==> src/sv/float_to_decimal_text_assert.svh <==
// Assertion macros for the float-to-text RTL.
// Expects clk and rst_n in the scope of every use.
`ifndef FLOAT_TO_DECIMAL_TEXT_ASSERT_SVH
`define FLOAT_TO_DECIMAL_TEXT_ASSERT_SVH

// Same-cycle implication, disabled while in reset.
`define F2DT_ASSERT_IMPL(label, ante, cons, msg) \
  label: assert property (@(posedge clk) disable iff (!rst_n) (ante) |-> (cons)) \
    else $error(msg);

// Next-cycle implication, disabled while in reset.
`define F2DT_ASSERT_NEXT(label, ante, cons, msg) \
  label: assert property (@(posedge clk) disable iff (!rst_n) (ante) |=> (cons)) \
    else $error(msg);

`endif

==> src/sv/f2dt_pkg.sv <==
// Shared types, constants and small functions for the float-to-text block.
// No dependencies.
package f2dt_pkg;

  // Width of the scaled integer (below 1e13) and of internal exponents.
  localparam int BIN_W = 44;
  localparam int EXP_W = 10;
  localparam int TBL_N = 84;
  localparam int Q_DEPTH = 2;

  // Table index of ten to the zero; index i holds ten to the (i - 45).
  localparam logic [6:0] IDX_UNITY = 7'd45;
  // Entries below the low end are scaled up by 2^32, from the high start on down by 2^32.
  localparam logic [6:0] IDX_LOW_END = 7'd32;
  localparam logic [6:0] IDX_HIGH_START = 7'd52;

  // One million as a normalized 24-bit mantissa and unbiased exponent.
  localparam logic [23:0] E6_MANT = 24'hF42400;
  localparam logic signed [EXP_W-1:0] E6_EXP = 10'sd19;

  // Magnitude codes used to sort input words.
  localparam logic [30:0] MAG_INF = 31'h7F800000;
  localparam logic [30:0] MAG_ONE = 31'h3F800000;
  localparam logic [30:0] MAG_TEN_E7 = 31'h4B189680;

  // ASCII characters.
  localparam logic [7:0] CH_NUL = 8'h00;
  localparam logic [7:0] CH_ZERO = 8'h30;
  localparam logic [7:0] CH_MINUS = 8'h2D;
  localparam logic [7:0] CH_PLUS = 8'h2B;
  localparam logic [7:0] CH_DOT = 8'h2E;
  localparam logic [7:0] CH_E = 8'h65;
  localparam logic [7:0] CH_LBR = 8'h5B;
  localparam logic [7:0] CH_RBR = 8'h5D;
  localparam logic [7:0] CH_UN = 8'h4E;
  localparam logic [7:0] CH_LA = 8'h61;
  localparam logic [7:0] CH_UI = 8'h49;
  localparam logic [7:0] CH_UF = 8'h46;

  typedef enum logic [2:0] {
    CLS_NAN,
    CLS_INF,
    CLS_ZERO,
    CLS_FIXED,
    CLS_SCI
  } cls_t;

  // One classified word waiting in the queue.
  typedef struct packed {
    cls_t        cls;
    logic        neg;
    logic [30:0] mag;
  } item_t;

  typedef enum logic [3:0] {
    B_IDLE,
    B_NORM,
    B_SEARCH,
    B_MUL,
    B_RND,
    B_TOINT,
    B_BCD,
    B_STR,
    B_SIGN,
    B_DIG,
    B_DOT,
    B_ECHR,
    B_ESGN,
    B_ETEN,
    B_EONE,
    B_TERM
  } bstate_t;

  // Powers of ten from 1e-45 to 1e38, each rounded down to binary32.
  localparam logic [31:0] POW10_FLOOR [TBL_N] = '{
    32'h00000000, 32'h00000007, 32'h00000047, 32'h000002c9, 32'h00001be0, 32'h000116c2,
    32'h000ae397, 32'h006ce3ee, 32'h02081cea, 32'h03aa2424, 32'h0554ad2d, 32'h0704ec3c,
    32'h08a6274b, 32'h0a4fb11e, 32'h0c01ceb3, 32'h0da2425f, 32'h0f4ad2f7, 32'h10fd87b5,
    32'h129e74d1, 32'h14461206, 32'h15f79687, 32'h179abe14, 32'h19416d9a, 32'h1af1c900,
    32'h1c971da0, 32'h1e3ce508, 32'h1fec1e4a, 32'h219392ee, 32'h233877aa, 32'h24e69594,
    32'h26901d7c, 32'h283424dc, 32'h29e12e13, 32'h2b8cbccc, 32'h2d2febff, 32'h2edbe6fe,
    32'h3089705f, 32'h322bcc77, 32'h33d6bf94, 32'h358637bd, 32'h3727c5ac, 32'h38d1b717,
    32'h3a83126e, 32'h3c23d70a, 32'h3dcccccc, 32'h3f7fffff, 32'h411fffff, 32'h42c7ffff,
    32'h4479ffff, 32'h461c3fff, 32'h47c34fff, 32'h497423ff, 32'h4b18967f, 32'h4cbebc1f,
    32'h4e6e6b27, 32'h501502f8, 32'h51ba43b7, 32'h5368d4a5, 32'h551184e7, 32'h56b5e620,
    32'h58635fa9, 32'h5a0e1bc9, 32'h5bb1a2bc, 32'h5d5e0b6b, 32'h5f0ac723, 32'h60ad78eb,
    32'h6258d726, 32'h64078678, 32'h65a96816, 32'h6753c21b, 32'h69045951, 32'h6aa56fa5,
    32'h6c4ecb8f, 32'h6e013f39, 32'h6fa18f07, 32'h7149f2c9, 32'h72fc6f7c, 32'h749dc5ad,
    32'h76453719, 32'h77f684df, 32'h799a130b, 32'h7b4097ce, 32'h7cf0bdc2, 32'h7e967699
  };

  // Inverse powers of ten, 1e45 down to 1e-38; the outer 32 entries at each end carry 2^-32 or 2^32.
  localparam logic [31:0] POW10_INV [TBL_N] = '{
    32'h7a335dbf, 32'h788f7e32, 32'h76e596b7, 32'h7537abc6, 32'h7392efd1, 32'h71eb194f,
    32'h703c143f, 32'h6e967699, 32'h6cf0bdc2, 32'h6b4097cf, 32'h699a130c, 32'h67f684df,
    32'h66453719, 32'h649dc5ae, 32'h62fc6f7c, 32'h6149f2ca, 32'h5fa18f08, 32'h5e013f3a,
    32'h5c4ecb8f, 32'h5aa56fa6, 32'h59045952, 32'h5753c21c, 32'h55a96816, 32'h54078678,
    32'h5258d726, 32'h50ad78ec, 32'h4f0ac723, 32'h4d5e0b6b, 32'h4bb1a2bc, 32'h4a0e1bca,
    32'h48635faa, 32'h46b5e621, 32'h551184e7, 32'h5368d4a5, 32'h51ba43b7, 32'h501502f9,
    32'h4e6e6b28, 32'h4cbebc20, 32'h4b189680, 32'h49742400, 32'h47c35000, 32'h461c4000,
    32'h447a0000, 32'h42c80000, 32'h41200000, 32'h3f800000, 32'h3dcccccd, 32'h3c23d70b,
    32'h3a83126f, 32'h38d1b718, 32'h3727c5ad, 32'h358637be, 32'h43d6bf95, 32'h422bcc78,
    32'h40897060, 32'h3edbe6ff, 32'h3d2febff, 32'h3b8cbccc, 32'h39e12e13, 32'h383424dd,
    32'h36901d7d, 32'h34e69595, 32'h333877aa, 32'h319392ef, 32'h2fec1e4a, 32'h2e3ce509,
    32'h2c971da1, 32'h2af1c900, 32'h29416d9a, 32'h279abe15, 32'h25f79687, 32'h24461206,
    32'h229e74d2, 32'h20fd87b5, 32'h1f4ad2f8, 32'h1da24260, 32'h1c01ceb3, 32'h1a4fb11f,
    32'h18a6274b, 32'h1704ec3d, 32'h1554ad2e, 32'h13aa2425, 32'h12081cea, 32'h1059c7dc
  };

  // Character of the fixed texts for NaN, infinity and zero.
  function automatic logic [7:0] str_char(cls_t cls, logic neg, logic [2:0] pos);
    logic [7:0] c;
    c = CH_NUL;
    case (cls)
      CLS_NAN: begin
        case (pos)
          3'd0: c = CH_LBR;
          3'd1: c = CH_UN;
          3'd2: c = CH_LA;
          3'd3: c = CH_UN;
          3'd4: c = CH_RBR;
          default: c = CH_NUL;
        endcase
      end
      CLS_INF: begin
        case (pos)
          3'd0: c = CH_LBR;
          3'd1: c = neg ? CH_MINUS : CH_PLUS;
          3'd2: c = CH_UI;
          3'd3: c = CH_UN;
          3'd4: c = CH_UF;
          3'd5: c = CH_RBR;
          default: c = CH_NUL;
        endcase
      end
      default: c = CH_ZERO;
    endcase
    return c;
  endfunction

  // Position of the final character of those fixed texts.
  function automatic logic [2:0] str_last(cls_t cls);
    logic [2:0] n;
    case (cls)
      CLS_NAN: n = 3'd4;
      CLS_INF: n = 3'd5;
      default: n = 3'd0;
    endcase
    return n;
  endfunction

  // Tens digit of a decimal exponent below 64.
  function automatic logic [3:0] dec_tens(logic [5:0] v);
    logic [3:0] t;
    if (v >= 6'd60) t = 4'd6;
    else if (v >= 6'd50) t = 4'd5;
    else if (v >= 6'd40) t = 4'd4;
    else if (v >= 6'd30) t = 4'd3;
    else if (v >= 6'd20) t = 4'd2;
    else if (v >= 6'd10) t = 4'd1;
    else t = 4'd0;
    return t;
  endfunction

  // Ones digit of a decimal exponent below 64.
  function automatic logic [3:0] dec_ones(logic [5:0] v);
    logic [3:0] t;
    logic [5:0] r;
    t = dec_tens(v);
    r = v - {t[2:0], 3'b000} - {1'b0, t, 1'b0};
    return r[3:0];
  endfunction

endpackage

==> src/sv/f2dt_front.sv <==
// Front end: takes input words and sorts them into the five text forms.
// Depends on f2dt_pkg.
module f2dt_front (
  input  logic              in_valid,
  output logic              in_ready,
  input  logic [31:0]       in_value_bits,
  input  logic              q_full,
  output logic              q_push,
  output f2dt_pkg::item_t   q_item
);

  logic [30:0] mag;

  assign mag      = in_value_bits[30:0];
  assign in_ready = !q_full;
  assign q_push   = in_valid && !q_full;

  // Sort the word by its magnitude code; positive floats order like integers.
  always_comb begin
    q_item.neg = in_value_bits[31];
    q_item.mag = mag;
    if (mag > f2dt_pkg::MAG_INF) begin
      q_item.cls = f2dt_pkg::CLS_NAN;
    end else if (mag == f2dt_pkg::MAG_INF) begin
      q_item.cls = f2dt_pkg::CLS_INF;
    end else if (mag == '0) begin
      q_item.cls = f2dt_pkg::CLS_ZERO;
    end else if (mag >= f2dt_pkg::MAG_ONE && mag < f2dt_pkg::MAG_TEN_E7) begin
      q_item.cls = f2dt_pkg::CLS_FIXED;
    end else begin
      q_item.cls = f2dt_pkg::CLS_SCI;
    end
  end

endmodule

==> src/sv/f2dt_queue.sv <==
// Two-entry queue of classified words between the front and back ends.
// Depends on f2dt_pkg.
module f2dt_queue (
  input  logic            clk,
  input  logic            rst_n,
  input  logic            push,
  input  f2dt_pkg::item_t push_item,
  output logic            full,
  input  logic            pop,
  output logic            q_valid,
  output f2dt_pkg::item_t q_item
);

  f2dt_pkg::item_t mem_r [f2dt_pkg::Q_DEPTH];
  logic            wr_ptr_r, wr_ptr_nxt;
  logic            rd_ptr_r, rd_ptr_nxt;
  logic [1:0]      count_r, count_nxt;
  logic            do_push, do_pop;

  assign full    = (count_r == 2'(f2dt_pkg::Q_DEPTH));
  assign q_valid = (count_r != 2'd0);
  assign q_item  = mem_r[rd_ptr_r];
  assign do_push = push && !full;
  assign do_pop  = pop && q_valid;

  // Pointer and fill bookkeeping.
  always_comb begin
    wr_ptr_nxt = do_push ? !wr_ptr_r : wr_ptr_r;
    rd_ptr_nxt = do_pop ? !rd_ptr_r : rd_ptr_r;
    count_nxt  = count_r + {1'b0, do_push} - {1'b0, do_pop};
  end

  always_ff @(posedge clk) begin
    if (!rst_n) begin
      wr_ptr_r <= 1'b0;
      rd_ptr_r <= 1'b0;
      count_r  <= 2'd0;
    end else begin
      wr_ptr_r <= wr_ptr_nxt;
      rd_ptr_r <= rd_ptr_nxt;
      count_r  <= count_nxt;
    end
  end

  // Entry storage.
  always_ff @(posedge clk) begin
    if (do_push) begin
      mem_r[wr_ptr_r] <= push_item;
    end
  end

endmodule

==> src/sv/f2dt_back.sv <==
// Back end: scales the value, converts it to decimal digits and emits the text.
// Depends on f2dt_pkg and float_to_decimal_text_assert.svh.
`include "float_to_decimal_text_assert.svh"
module f2dt_back #(
  parameter int MAX_DIGITS = 16
) (
  input  logic            clk,
  input  logic            rst_n,
  input  logic            q_valid,
  input  f2dt_pkg::item_t q_item,
  output logic            q_pop,
  output logic            out_valid,
  input  logic            out_ready,
  output logic [7:0]      out_character,
  output logic            out_last,
  output logic [4:0]      out_char_count
);

  localparam int BCD_W = 4 * MAX_DIGITS;
  localparam int DIG_IW = $clog2(MAX_DIGITS);
  localparam int BIN_W = f2dt_pkg::BIN_W;
  localparam int EXP_W = f2dt_pkg::EXP_W;

  f2dt_pkg::bstate_t        state_r, state_nxt;
  f2dt_pkg::item_t          item_r, item_nxt;
  logic [23:0]              a_m_r, a_m_nxt, b_m_r, b_m_nxt;
  logic signed [EXP_W-1:0]  a_e_r, a_e_nxt, b_e_r, b_e_nxt;
  logic [47:0]              prod_r, prod_nxt;
  logic signed [EXP_W-1:0]  esum_r, esum_nxt;
  logic                     pass_r, pass_nxt;
  logic [6:0]               idx_r, idx_nxt;
  logic [BIN_W-1:0]         bin_r, bin_nxt;
  logic [BCD_W-1:0]         bcd_r, bcd_nxt;
  logic [5:0]               bitc_r, bitc_nxt;
  logic [DIG_IW-1:0]        dig_r, dig_nxt;
  logic [2:0]               si_r, si_nxt;
  logic [4:0]               cnt_r, cnt_nxt;
  logic                     out_valid_r, out_valid_nxt;
  logic [7:0]               out_character_r, out_character_nxt;
  logic                     out_last_r, out_last_nxt;
  logic [4:0]               out_char_count_r, out_char_count_nxt;

  logic                     emit_ok;
  logic                     hit;
  logic [31:0]              inv_word;
  logic [5:0]               ae;
  logic                     e_neg;
  logic [3:0]               e_tens, e_ones;
  logic [DIG_IW-1:0]        lead;
  logic [3:0]               cur_dig;

  // Rounding of the product to a 24-bit mantissa, nearest even.
  logic                     p_hi, p_g, p_st, p_up;
  logic [23:0]              p_mant;
  logic [24:0]              p_sum;
  logic signed [EXP_W-1:0]  p_exp;
  logic [23:0]              r_mant;
  logic signed [EXP_W-1:0]  r_exp;

  assign emit_ok = !out_valid_r || out_ready;
  assign hit = (idx_r == '0) || (f2dt_pkg::POW10_FLOOR[idx_r][30:0] < item_r.mag);
  assign inv_word = f2dt_pkg::POW10_INV[idx_r];
  assign e_neg = (idx_r < f2dt_pkg::IDX_UNITY);
  assign ae = e_neg ? 6'(f2dt_pkg::IDX_UNITY - idx_r) : 6'(idx_r - f2dt_pkg::IDX_UNITY);
  assign e_tens = f2dt_pkg::dec_tens(ae);
  assign e_ones = f2dt_pkg::dec_ones(ae);
  assign cur_dig = bcd_r[4*dig_r +: 4];

  always_comb begin
    p_hi   = prod_r[47];
    p_mant = p_hi ? prod_r[47:24] : prod_r[46:23];
    p_g    = p_hi ? prod_r[23] : prod_r[22];
    p_st   = p_hi ? (|prod_r[22:0]) : (|prod_r[21:0]);
    p_exp  = esum_r + (p_hi ? EXP_W'(1) : EXP_W'(0));
    p_up   = p_g && (p_st || p_mant[0]);
    p_sum  = {1'b0, p_mant} + {24'd0, p_up};
    if (p_sum[24]) begin
      r_mant = 24'h800000;
      r_exp  = p_exp + EXP_W'(1);
    end else begin
      r_mant = p_sum[23:0];
      r_exp  = p_exp;
    end
  end

  // Highest nonzero digit, but never below the units digit of the six decimals.
  always_comb begin
    lead = DIG_IW'(6);
    for (int i = 7; i < MAX_DIGITS; i++) begin
      if (bcd_r[4*i +: 4] != 4'd0) begin
        lead = DIG_IW'(i);
      end
    end
  end

  // Next-state logic.
  always_comb begin
    state_nxt = state_r;
    case (state_r)
      f2dt_pkg::B_IDLE: begin
        if (q_valid) begin
          case (q_item.cls)
            f2dt_pkg::CLS_FIXED: state_nxt = f2dt_pkg::B_MUL;
            f2dt_pkg::CLS_SCI:
              state_nxt = (q_item.mag[30:23] == 8'd0) ? f2dt_pkg::B_NORM : f2dt_pkg::B_SEARCH;
            default: state_nxt = f2dt_pkg::B_STR;
          endcase
        end
      end
      f2dt_pkg::B_NORM: if (a_m_r[23]) state_nxt = f2dt_pkg::B_SEARCH;
      f2dt_pkg::B_SEARCH: if (hit) state_nxt = f2dt_pkg::B_MUL;
      f2dt_pkg::B_MUL: state_nxt = f2dt_pkg::B_RND;
      f2dt_pkg::B_RND: state_nxt = pass_r ? f2dt_pkg::B_TOINT : f2dt_pkg::B_MUL;
      f2dt_pkg::B_TOINT: state_nxt = f2dt_pkg::B_BCD;
      f2dt_pkg::B_BCD: if (bitc_r == 6'(BIN_W - 1)) state_nxt = f2dt_pkg::B_SIGN;
      f2dt_pkg::B_STR: begin
        if (emit_ok && si_r == f2dt_pkg::str_last(item_r.cls)) state_nxt = f2dt_pkg::B_TERM;
      end
      f2dt_pkg::B_SIGN: if (!item_r.neg || emit_ok) state_nxt = f2dt_pkg::B_DIG;
      f2dt_pkg::B_DIG: begin
        if (emit_ok) begin
          if (dig_r == DIG_IW'(6)) begin
            state_nxt = f2dt_pkg::B_DOT;
          end else if (dig_r == '0) begin
            state_nxt = (item_r.cls == f2dt_pkg::CLS_SCI) ? f2dt_pkg::B_ECHR : f2dt_pkg::B_TERM;
          end
        end
      end
      f2dt_pkg::B_DOT: if (emit_ok) state_nxt = f2dt_pkg::B_DIG;
      f2dt_pkg::B_ECHR: begin
        if (emit_ok) begin
          if (e_neg) state_nxt = f2dt_pkg::B_ESGN;
          else state_nxt = (e_tens != 4'd0) ? f2dt_pkg::B_ETEN : f2dt_pkg::B_EONE;
        end
      end
      f2dt_pkg::B_ESGN: begin
        if (emit_ok) state_nxt = (e_tens != 4'd0) ? f2dt_pkg::B_ETEN : f2dt_pkg::B_EONE;
      end
      f2dt_pkg::B_ETEN: if (emit_ok) state_nxt = f2dt_pkg::B_EONE;
      f2dt_pkg::B_EONE: if (emit_ok) state_nxt = f2dt_pkg::B_TERM;
      f2dt_pkg::B_TERM: if (emit_ok) state_nxt = f2dt_pkg::B_IDLE;
      default: state_nxt = f2dt_pkg::B_IDLE;
    endcase
  end

  // Datapath and output word logic.
  always_comb begin
    logic                    load;
    logic [7:0]              ch;
    logic signed [EXP_W-1:0] sh;
    logic signed [EXP_W-1:0] rsh;
    logic [BIN_W-1:0]        ext;
    logic [BCD_W-1:0]        adj;
    load = 1'b0;
    ch = f2dt_pkg::CH_NUL;
    sh = '0;
    rsh = '0;
    ext = '0;
    adj = '0;
    q_pop = 1'b0;
    item_nxt = item_r;
    a_m_nxt = a_m_r;
    a_e_nxt = a_e_r;
    b_m_nxt = b_m_r;
    b_e_nxt = b_e_r;
    prod_nxt = prod_r;
    esum_nxt = esum_r;
    pass_nxt = pass_r;
    idx_nxt = idx_r;
    bin_nxt = bin_r;
    bcd_nxt = bcd_r;
    bitc_nxt = bitc_r;
    dig_nxt = dig_r;
    si_nxt = si_r;
    cnt_nxt = cnt_r;
    out_last_nxt = out_last_r;
    out_char_count_nxt = out_char_count_r;
    out_character_nxt = out_character_r;
    case (state_r)
      f2dt_pkg::B_IDLE: begin
        if (q_valid) begin
          q_pop = 1'b1;
          item_nxt = q_item;
          a_m_nxt = {(q_item.mag[30:23] != 8'd0), q_item.mag[22:0]};
          if (q_item.mag[30:23] == 8'd0) begin
            a_e_nxt = -EXP_W'(126);
          end else begin
            a_e_nxt = $signed({2'b00, q_item.mag[30:23]}) - EXP_W'(127);
          end
          b_m_nxt = f2dt_pkg::E6_MANT;
          b_e_nxt = f2dt_pkg::E6_EXP;
          pass_nxt = 1'b1;
          idx_nxt = 7'(f2dt_pkg::TBL_N - 1);
          si_nxt = '0;
          cnt_nxt = '0;
        end
      end
      // Subnormal input: shift the mantissa up one bit a cycle.
      f2dt_pkg::B_NORM: begin
        if (!a_m_r[23]) begin
          a_m_nxt = {a_m_r[22:0], 1'b0};
          a_e_nxt = a_e_r - EXP_W'(1);
        end
      end
      // Walk the power-of-ten table downward until an entry lies below the value.
      f2dt_pkg::B_SEARCH: begin
        if (hit) begin
          b_m_nxt = {1'b1, inv_word[22:0]};
          b_e_nxt = $signed({2'b00, inv_word[30:23]}) - EXP_W'(127);
          if (idx_r < f2dt_pkg::IDX_LOW_END) begin
            b_e_nxt = $signed({2'b00, inv_word[30:23]}) - EXP_W'(127) + EXP_W'(32);
          end else if (idx_r >= f2dt_pkg::IDX_HIGH_START) begin
            b_e_nxt = $signed({2'b00, inv_word[30:23]}) - EXP_W'(127) - EXP_W'(32);
          end
          pass_nxt = 1'b0;
        end else begin
          idx_nxt = idx_r - 7'd1;
        end
      end
      f2dt_pkg::B_MUL: begin
        prod_nxt = a_m_r * b_m_r;
        esum_nxt = a_e_r + b_e_r;
      end
      f2dt_pkg::B_RND: begin
        a_m_nxt = r_mant;
        a_e_nxt = r_exp;
        if (!pass_r) begin
          b_m_nxt = f2dt_pkg::E6_MANT;
          b_e_nxt = f2dt_pkg::E6_EXP;
          pass_nxt = 1'b1;
        end
      end
      // Truncate the scaled float to an integer.
      f2dt_pkg::B_TOINT: begin
        ext = {{(BIN_W-24){1'b0}}, a_m_r};
        sh = a_e_r - EXP_W'(23);
        if (!sh[EXP_W-1]) begin
          bin_nxt = ext << sh[4:0];
        end else begin
          rsh = -sh;
          if (rsh >= EXP_W'(24)) bin_nxt = '0;
          else bin_nxt = ext >> rsh[4:0];
        end
        bcd_nxt = '0;
        bitc_nxt = '0;
      end
      // Binary to BCD, one bit a cycle.
      f2dt_pkg::B_BCD: begin
        for (int i = 0; i < MAX_DIGITS; i++) begin
          adj[4*i +: 4] = (bcd_r[4*i +: 4] >= 4'd5) ? bcd_r[4*i +: 4] + 4'd3 : bcd_r[4*i +: 4];
        end
        bcd_nxt = {adj[BCD_W-2:0], bin_r[BIN_W-1]};
        bin_nxt = {bin_r[BIN_W-2:0], 1'b0};
        bitc_nxt = bitc_r + 6'd1;
      end
      f2dt_pkg::B_STR: begin
        load = 1'b1;
        ch = f2dt_pkg::str_char(item_r.cls, item_r.neg, si_r);
        if (emit_ok) si_nxt = si_r + 3'd1;
      end
      f2dt_pkg::B_SIGN: begin
        dig_nxt = lead;
        load = item_r.neg;
        ch = f2dt_pkg::CH_MINUS;
      end
      f2dt_pkg::B_DIG: begin
        load = 1'b1;
        ch = f2dt_pkg::CH_ZERO + {4'd0, cur_dig};
        if (emit_ok && dig_r != '0) dig_nxt = dig_r - DIG_IW'(1);
      end
      f2dt_pkg::B_DOT: begin
        load = 1'b1;
        ch = f2dt_pkg::CH_DOT;
      end
      f2dt_pkg::B_ECHR: begin
        load = 1'b1;
        ch = f2dt_pkg::CH_E;
      end
      f2dt_pkg::B_ESGN: begin
        load = 1'b1;
        ch = f2dt_pkg::CH_MINUS;
      end
      f2dt_pkg::B_ETEN: begin
        load = 1'b1;
        ch = f2dt_pkg::CH_ZERO + {4'd0, e_tens};
      end
      f2dt_pkg::B_EONE: begin
        load = 1'b1;
        ch = f2dt_pkg::CH_ZERO + {4'd0, e_ones};
      end
      f2dt_pkg::B_TERM: begin
        load = 1'b1;
        ch = f2dt_pkg::CH_NUL;
      end
      default: begin
        load = 1'b0;
      end
    endcase

    // Output register: load a word when it is free or being taken.
    out_valid_nxt = out_valid_r && !out_ready;
    if (load && emit_ok) begin
      out_valid_nxt = 1'b1;
      out_character_nxt = ch;
      out_last_nxt = (state_r == f2dt_pkg::B_TERM);
      out_char_count_nxt = (state_r == f2dt_pkg::B_TERM) ? cnt_r + 5'd1 : 5'd0;
      cnt_nxt = cnt_r + 5'd1;
    end
  end

  always_ff @(posedge clk) begin
    if (!rst_n) begin
      state_r <= f2dt_pkg::B_IDLE;
      out_valid_r <= 1'b0;
    end else begin
      state_r <= state_nxt;
      out_valid_r <= out_valid_nxt;
    end
  end

  always_ff @(posedge clk) begin
    item_r <= item_nxt;
    a_m_r <= a_m_nxt;
    a_e_r <= a_e_nxt;
    b_m_r <= b_m_nxt;
    b_e_r <= b_e_nxt;
    prod_r <= prod_nxt;
    esum_r <= esum_nxt;
    pass_r <= pass_nxt;
    idx_r <= idx_nxt;
    bin_r <= bin_nxt;
    bcd_r <= bcd_nxt;
    bitc_r <= bitc_nxt;
    dig_r <= dig_nxt;
    si_r <= si_nxt;
    cnt_r <= cnt_nxt;
    out_character_r <= out_character_nxt;
    out_last_r <= out_last_nxt;
    out_char_count_r <= out_char_count_nxt;
  end

  assign out_valid = out_valid_r;
  assign out_character = out_character_r;
  assign out_last = out_last_r;
  assign out_char_count = out_char_count_r;

  // Checks on the conversion sequence.
  `F2DT_ASSERT_IMPL(a_last_count, out_valid_r && out_last_r, out_char_count_r != 5'd0, "last word without count")
  `F2DT_ASSERT_IMPL(a_body_nonzero, out_valid_r && !out_last_r, out_character_r != f2dt_pkg::CH_NUL, "zero byte before end")
  `F2DT_ASSERT_IMPL(a_bcd_range, state_r == f2dt_pkg::B_BCD, bitc_r < 6'(BIN_W), "BCD counter overrun")
  `F2DT_ASSERT_IMPL(a_mul_norm, state_r == f2dt_pkg::B_MUL, a_m_r[23] && b_m_r[23], "multiplier operand not normalized")

endmodule

==> src/sv/float_to_decimal_text.sv <==
// Converts one binary32 word into ASCII decimal text, one character per output word,
// ending with a zero byte flagged last that also carries the character count. A word
// is classified on entry and parked in a two-entry queue, so a new word is taken while
// the previous text is still being sent. NaN, infinity and zero are sent as fixed texts
// with no conversion. Values from 1 to 1e7 take one rounded multiply by 1e6, then a
// 44-bit binary-to-BCD pass, before their characters. Other values add a search of the
// 84-entry power-of-ten table from the top, one entry a cycle, and a second multiply;
// subnormals first shift their mantissa up one bit a cycle until it is normalized.
module float_to_decimal_text #(
  parameter int MAX_DIGITS = 16
) (
  input  logic        clk,
  input  logic        rst_n,
  input  logic        in_valid,
  output logic        in_ready,
  input  logic [31:0] in_value_bits,
  output logic        out_valid,
  input  logic        out_ready,
  output logic [7:0]  out_character,
  output logic        out_last,
  output logic [4:0]  out_char_count
);

  logic            q_full, q_push, q_pop, q_valid;
  f2dt_pkg::item_t push_item, q_item;

  f2dt_front u_front (
    .in_valid      (in_valid),
    .in_ready      (in_ready),
    .in_value_bits (in_value_bits),
    .q_full        (q_full),
    .q_push        (q_push),
    .q_item        (push_item)
  );

  f2dt_queue u_queue (
    .clk       (clk),
    .rst_n     (rst_n),
    .push      (q_push),
    .push_item (push_item),
    .full      (q_full),
    .pop       (q_pop),
    .q_valid   (q_valid),
    .q_item    (q_item)
  );

  f2dt_back #(
    .MAX_DIGITS (MAX_DIGITS)
  ) u_back (
    .clk            (clk),
    .rst_n          (rst_n),
    .q_valid        (q_valid),
    .q_item         (q_item),
    .q_pop          (q_pop),
    .out_valid      (out_valid),
    .out_ready      (out_ready),
    .out_character  (out_character),
    .out_last       (out_last),
    .out_char_count (out_char_count)
  );

endmodule
==> config.mk <==
export PLATFORM = sky130hd
export DESIGN_NAME = float_to_decimal_text
export DESIGN_NICKNAME = d
export VERILOG_FILES = /design/src/sv/f2dt_pkg.sv /design/src/sv/f2dt_front.sv /design/src/sv/f2dt_queue.sv /design/src/sv/f2dt_back.sv /design/src/sv/float_to_decimal_text.sv
export VERILOG_INCLUDE_DIRS = /design/src /design/src/sv
export SDC_FILE = /design/constraint.sdc
export NUM_CORES = 2
export LEC_CHECK = 0
export BUFFER_PORTS_ARGS = -buffer_cell sky130_fd_sc_hd__buf_2
export CORE_MARGIN = 5
export CORE_UTILIZATION = 40
export DETAILED_ROUTE_END_ITERATION = 7
export SLEW_MARGIN = 10
export SYNTH_ARGS = -nofsm -noshare
export SYNTH_HDL_FRONTEND = slang
export SYNTH_SLANG_ARGS = --single-unit
==> constraint.sdc <==
create_clock -name clk -period 8.64 [get_ports clk]
set_input_delay 1.296 -clock clk [delete_from_list [all_inputs] [get_ports clk]]
set_output_delay 1.296 -clock clk [all_outputs]
set_load 0.02 [all_outputs]
==> reports/qor.tcl <==
set qor(outcome) {finished clean}
set qor(drt_iter0_markers) 4918
set qor(syn-mean-instance-area_um2) 8.827
set qor(clock_transition_time_at_the_flip_flop_clock_pins_of_the_worst_setup_and_hold_paths_ns) 0.06
set qor(clk-insertion-delay-late_ns) 0.65
set qor(setup-violations-final) 0
set qor(cts.sink_count) 387
set qor(detailroute.via_count) 40708
set qor(antenna_violating_nets_post_route) 0
set qor(numPortBuffers) 50
set qor(type_of_the_worst_setup_path) {register to register}
set qor(clock_path_buffers) 3
set qor(finish.net_count) 6133
set qor(cts_tree) {built}
set qor(clk_root_buffer_cell) {clkbuf_16}
set qor(worst_r2r_startpoint) {u_back.a_m_r[7]$_DFFE_PP_}
set qor(viasPerCell) 5.845
set qor(fillCellCount) 11943
set qor(critPathCaptureType) {register}
set qor(detailedRoute.firstPassIterationCount) 6
set qor(min_period_ns) 8.012
set qor(post-route-drc-count) 0
set qor(die_width_um) 356.3
set qor(worstSetupStartpointType) {register}
set qor(place.gp.congestion) 1.035
set qor(grt_first_pass_wirelength_um) 251300
set qor(yosysSeqAreaShare_pct) 24.02
set qor(final.setup_skew_ns) 0.03578
set qor(ys_ff_latch) 387
set qor(reg2regPathDepth) 21
set qor(post_cts_repair_timing_setup_buffer_count) 0
set qor(cts-buffers-inserted) 46
set qor(fin_ws_ns) 0.6283
set qor(avgRoutedWirePerCell_um) 24.01
set qor(grt_max_degree) 203
set qor(worst_ep_arrival_time_ns) 8.40
set qor(route.met2.wl_um) 71790
set qor(setup_repair_after_global_routing_missed_its_margin) {false}
set qor(io_pins) 52
set qor(ys_async_rst_share_pct) 0
set qor(worst_slew_margin_rel_pct) 14.17
set qor(r2r_end) {u_back.prod_r[46]$_DFFE_PP_}
set qor(antenna_found_initial) 8
set qor(synth-warning-count) 0
set qor(timing.final.crit_share_pct) 92.73
set qor(maxCapViolations) 0
set qor(cts-hold-fix-buffers) 0
set qor(grt-ovfl-total) 0
set qor(first_global_vias) 40025
set qor(critical_path_peak_fanout) 23
set qor(worst_hold_path_class) {register to register}
set qor(post_cts.resized_instances) 0
set qor(fmax_mhz) 124.8
set qor(share_of_layout_cells_above_drive_strength_1_pct) 7.800
set qor(track_usage_pct) 25.90
set qor(top_layer) {met5}
set qor(synth_edf_count) 377
set qor(syn-instance-count) 5433
set qor(post_layout_instance_count_excluding_filler_cells) 6965
set qor(post_synth_num_cell_types) 100
set qor(min_delay_path_depth) 2
set qor(crit_end) {u_back.prod_r[46]$_DFFE_PP_}
set qor(h-tree-depth) 2
set qor(design.core.area_um2) 119500
set qor(wl_met1_um) 71050
set qor(netlist_area_um2) 47960
set qor(timing.final.hold_violations) 0
set qor(finalSetupTns_ns) 0
set qor(critical_path_required_ns) 9.03
set qor(cp-startpoint) {u_back.a_m_r[7]$_DFFE_PP_}
set qor(hpwlAfterDp_um) 127100
set qor(die_area_um2) 126900
set qor(slew_violations) 0
set qor(synth_top_cell_by_area) {edfxtp_1}
set qor(synth_top_area_share_pct) 23.61
set qor(reg2reg_setup_slack_ns) 0.63
set qor(syn2layout_area_growth_pct) 7.222
set qor(die_h_um) 356.3
set qor(synth_top_cells_by_area) {edfxtp_1, fa_1, ha_1, inv_1, nand2_1}
set qor(worst-slew-pin-transition_ns) 1.288
set qor(wl_met3_um) 16670
set qor(worst_setup_slack_post_dpl_ns) 0.8651
set qor(yosys_most_used_dff) {edfxtp_1}
set qor(initial_utilization_pct) 40.13
set qor(whs_ns) 0.5113
set qor(syn-num-nets) 6257
set qor(placed_cells) 6873
set qor(rows) 127
set qor(routed_wl_um) 167300
-- layout make-up --
| type | instances | area, µm² | area share [%] |
|---|---|---|---|
| diodes | 7 | 17.52 | 0.03407 |
| clock buffers | 56 | 1189 | 2.312 |
| clock inverters | 29 | 279.0 | 0.5426 |
| inverters | 682 | 2560 | 4.979 |
| multi-input cells | 4001 | 32490 | 63.18 |
| flip-flops and latches | 387 | 11520 | 22.41 |
| well taps | 1612 | 2017 | 3.923 |
| repair buffers | 191 | 1346 | 2.618 |
-- critical path, cell delays in order (launching register included) --
cell and delay [ns]:
edfxtp_1 1.10, buf_4 0.31, nand2_1 0.08, fa_1 0.56, inv_1 0.05, fa_1 0.52, fa_1 0.46, fa_1 0.53
fa_1 0.53, fa_1 0.57, inv_1 0.07, fa_1 0.55, inv_1 0.05, ha_1 0.35, nand3_1 0.14, or2_2 0.35
a211oi_1 0.69, nor2_1 0.20, o211ai_1 0.29, a21oi_1 0.11, o211ai_1 0.18, xor2_1 0.08
-- state kept, by name (all words and copies together), names as in the netlist, 3 cells and up, named ones only --
name,flops
u_back.esum_r,10
u_back.dig_r,4
u_queue.mem_r,70
u_back.bcd_r,64
u_back.a_m_r,24
u_back.a_e_r,10
u_back.state_r,4
u_back.b_e_r,10
u_back.item_r,35
u_back.bitc_r,6
u_back.cnt_r,5
u_back.out_character,7
u_back.prod_r,48
u_back.bin_r,44
u_back.si_r,3
u_back.out_char_count,5
u_back.idx_r,7
u_back.b_m_r,23
-- cell families (layout without fill, tap and decap cells) --
family / Yosys count / in the layout / share of synthesized area (%)
adders and majority gates: 789 / 789 / 28.14
DFF: 387 / 387 / 24.02
muxes: 151 / 151 / 4.023
xor gates and xnor gates: 180 / 180 / 3.319
and+or+nand+nor: 1740 / 1740 / 17.21
AOI/OAI and AO/OA: 1140 / 1140 / 14.85
buffers and inverters: 1045 / 958 / 8.427
other: 1 / 8 / 0.007820
-- cells in the mapped netlist, types with 47 or more instances --
cell / instances
mux2_2: 54
inv_1: 680
nor2_1: 366
nor3_1: 100
nand2_1: 651
nand2b_1: 63
a31oi_1: 47
o21ai_0: 308
mux2i_1: 69
edfxtp_1: 377
clkbuf_1: 279
ha_1: 305
and2_1: 304
o211ai_1: 54
xnor2_1: 108
xor2_1: 71
a21oi_1: 341
nand3_1: 77
fa_1: 483
a211oi_1: 55
-- per-layer routing --
| metal | global-route usage [%] | vias to the layer above |
|---|---|---|
| met5 | 0 | - |
| met2 | 38.95 | 2090 |
| met1 | 36.27 | 20156 |
| li1 | - | 18063 |
| met3 | 6.047 | 397 |
| met4 | 10.20 | 2 |
-- layout by cell type, fill, tap and decap left out, drive strengths merged, types with 21 or more instances in the layout --
cell type	count
clkbuf	56
nor2	371
o21bai	21
and2	306
a31oi	48
mux2	54
nor3	102
nand2b	63
nor2b	37
o21ai	318
nand4	28
a211oi	56
nand3	77
a22oi	45
and3	22
or2	24
fa	483
o311ai	25
ha	305
inv	683
o211ai	54
o31ai	23
nand2	652
a21o	35
edfxtp	377
a21oi	341
o221ai	25
xor2	71
xnor2	108
mux4	28
mux2i	69
buf	191
-- how the worst min path moves through the flow --
| stage | from | to | slack (ns) |
|---|---|---|---|
| final | u_queue.rd_ptr_r$_SDFFE_PN0P_ | register | 0.51 |
| after global routing | u_queue.rd_ptr_r$_SDFFE_PN0P_ | register | 0.54 |
| after CTS | u_queue.rd_ptr_r$_SDFFE_PN0P_ | register | 0.52 |
| after detailed placement | u_queue.rd_ptr_r$_SDFFE_PN0P_ | register | 0.50 |
| after global placement | u_queue.rd_ptr_r$_SDFFE_PN0P_ | register | 0.49 |
| after floorplan | u_queue.rd_ptr_r$_SDFFE_PN0P_ | register | 0.48 |
-- metrics by stage --
step,instance area [µm²],utilization (%)
floorplan,47960,-
global placement,49930,41.79
detailed placement,49930,41.79
CTS,51400,43.02
global route,51400,43.02
finish,51420,43.03
Power is left out: the tool's default activity adds up to more than one toggle a clock period on the data nets, which glitch-free logic cannot reach.
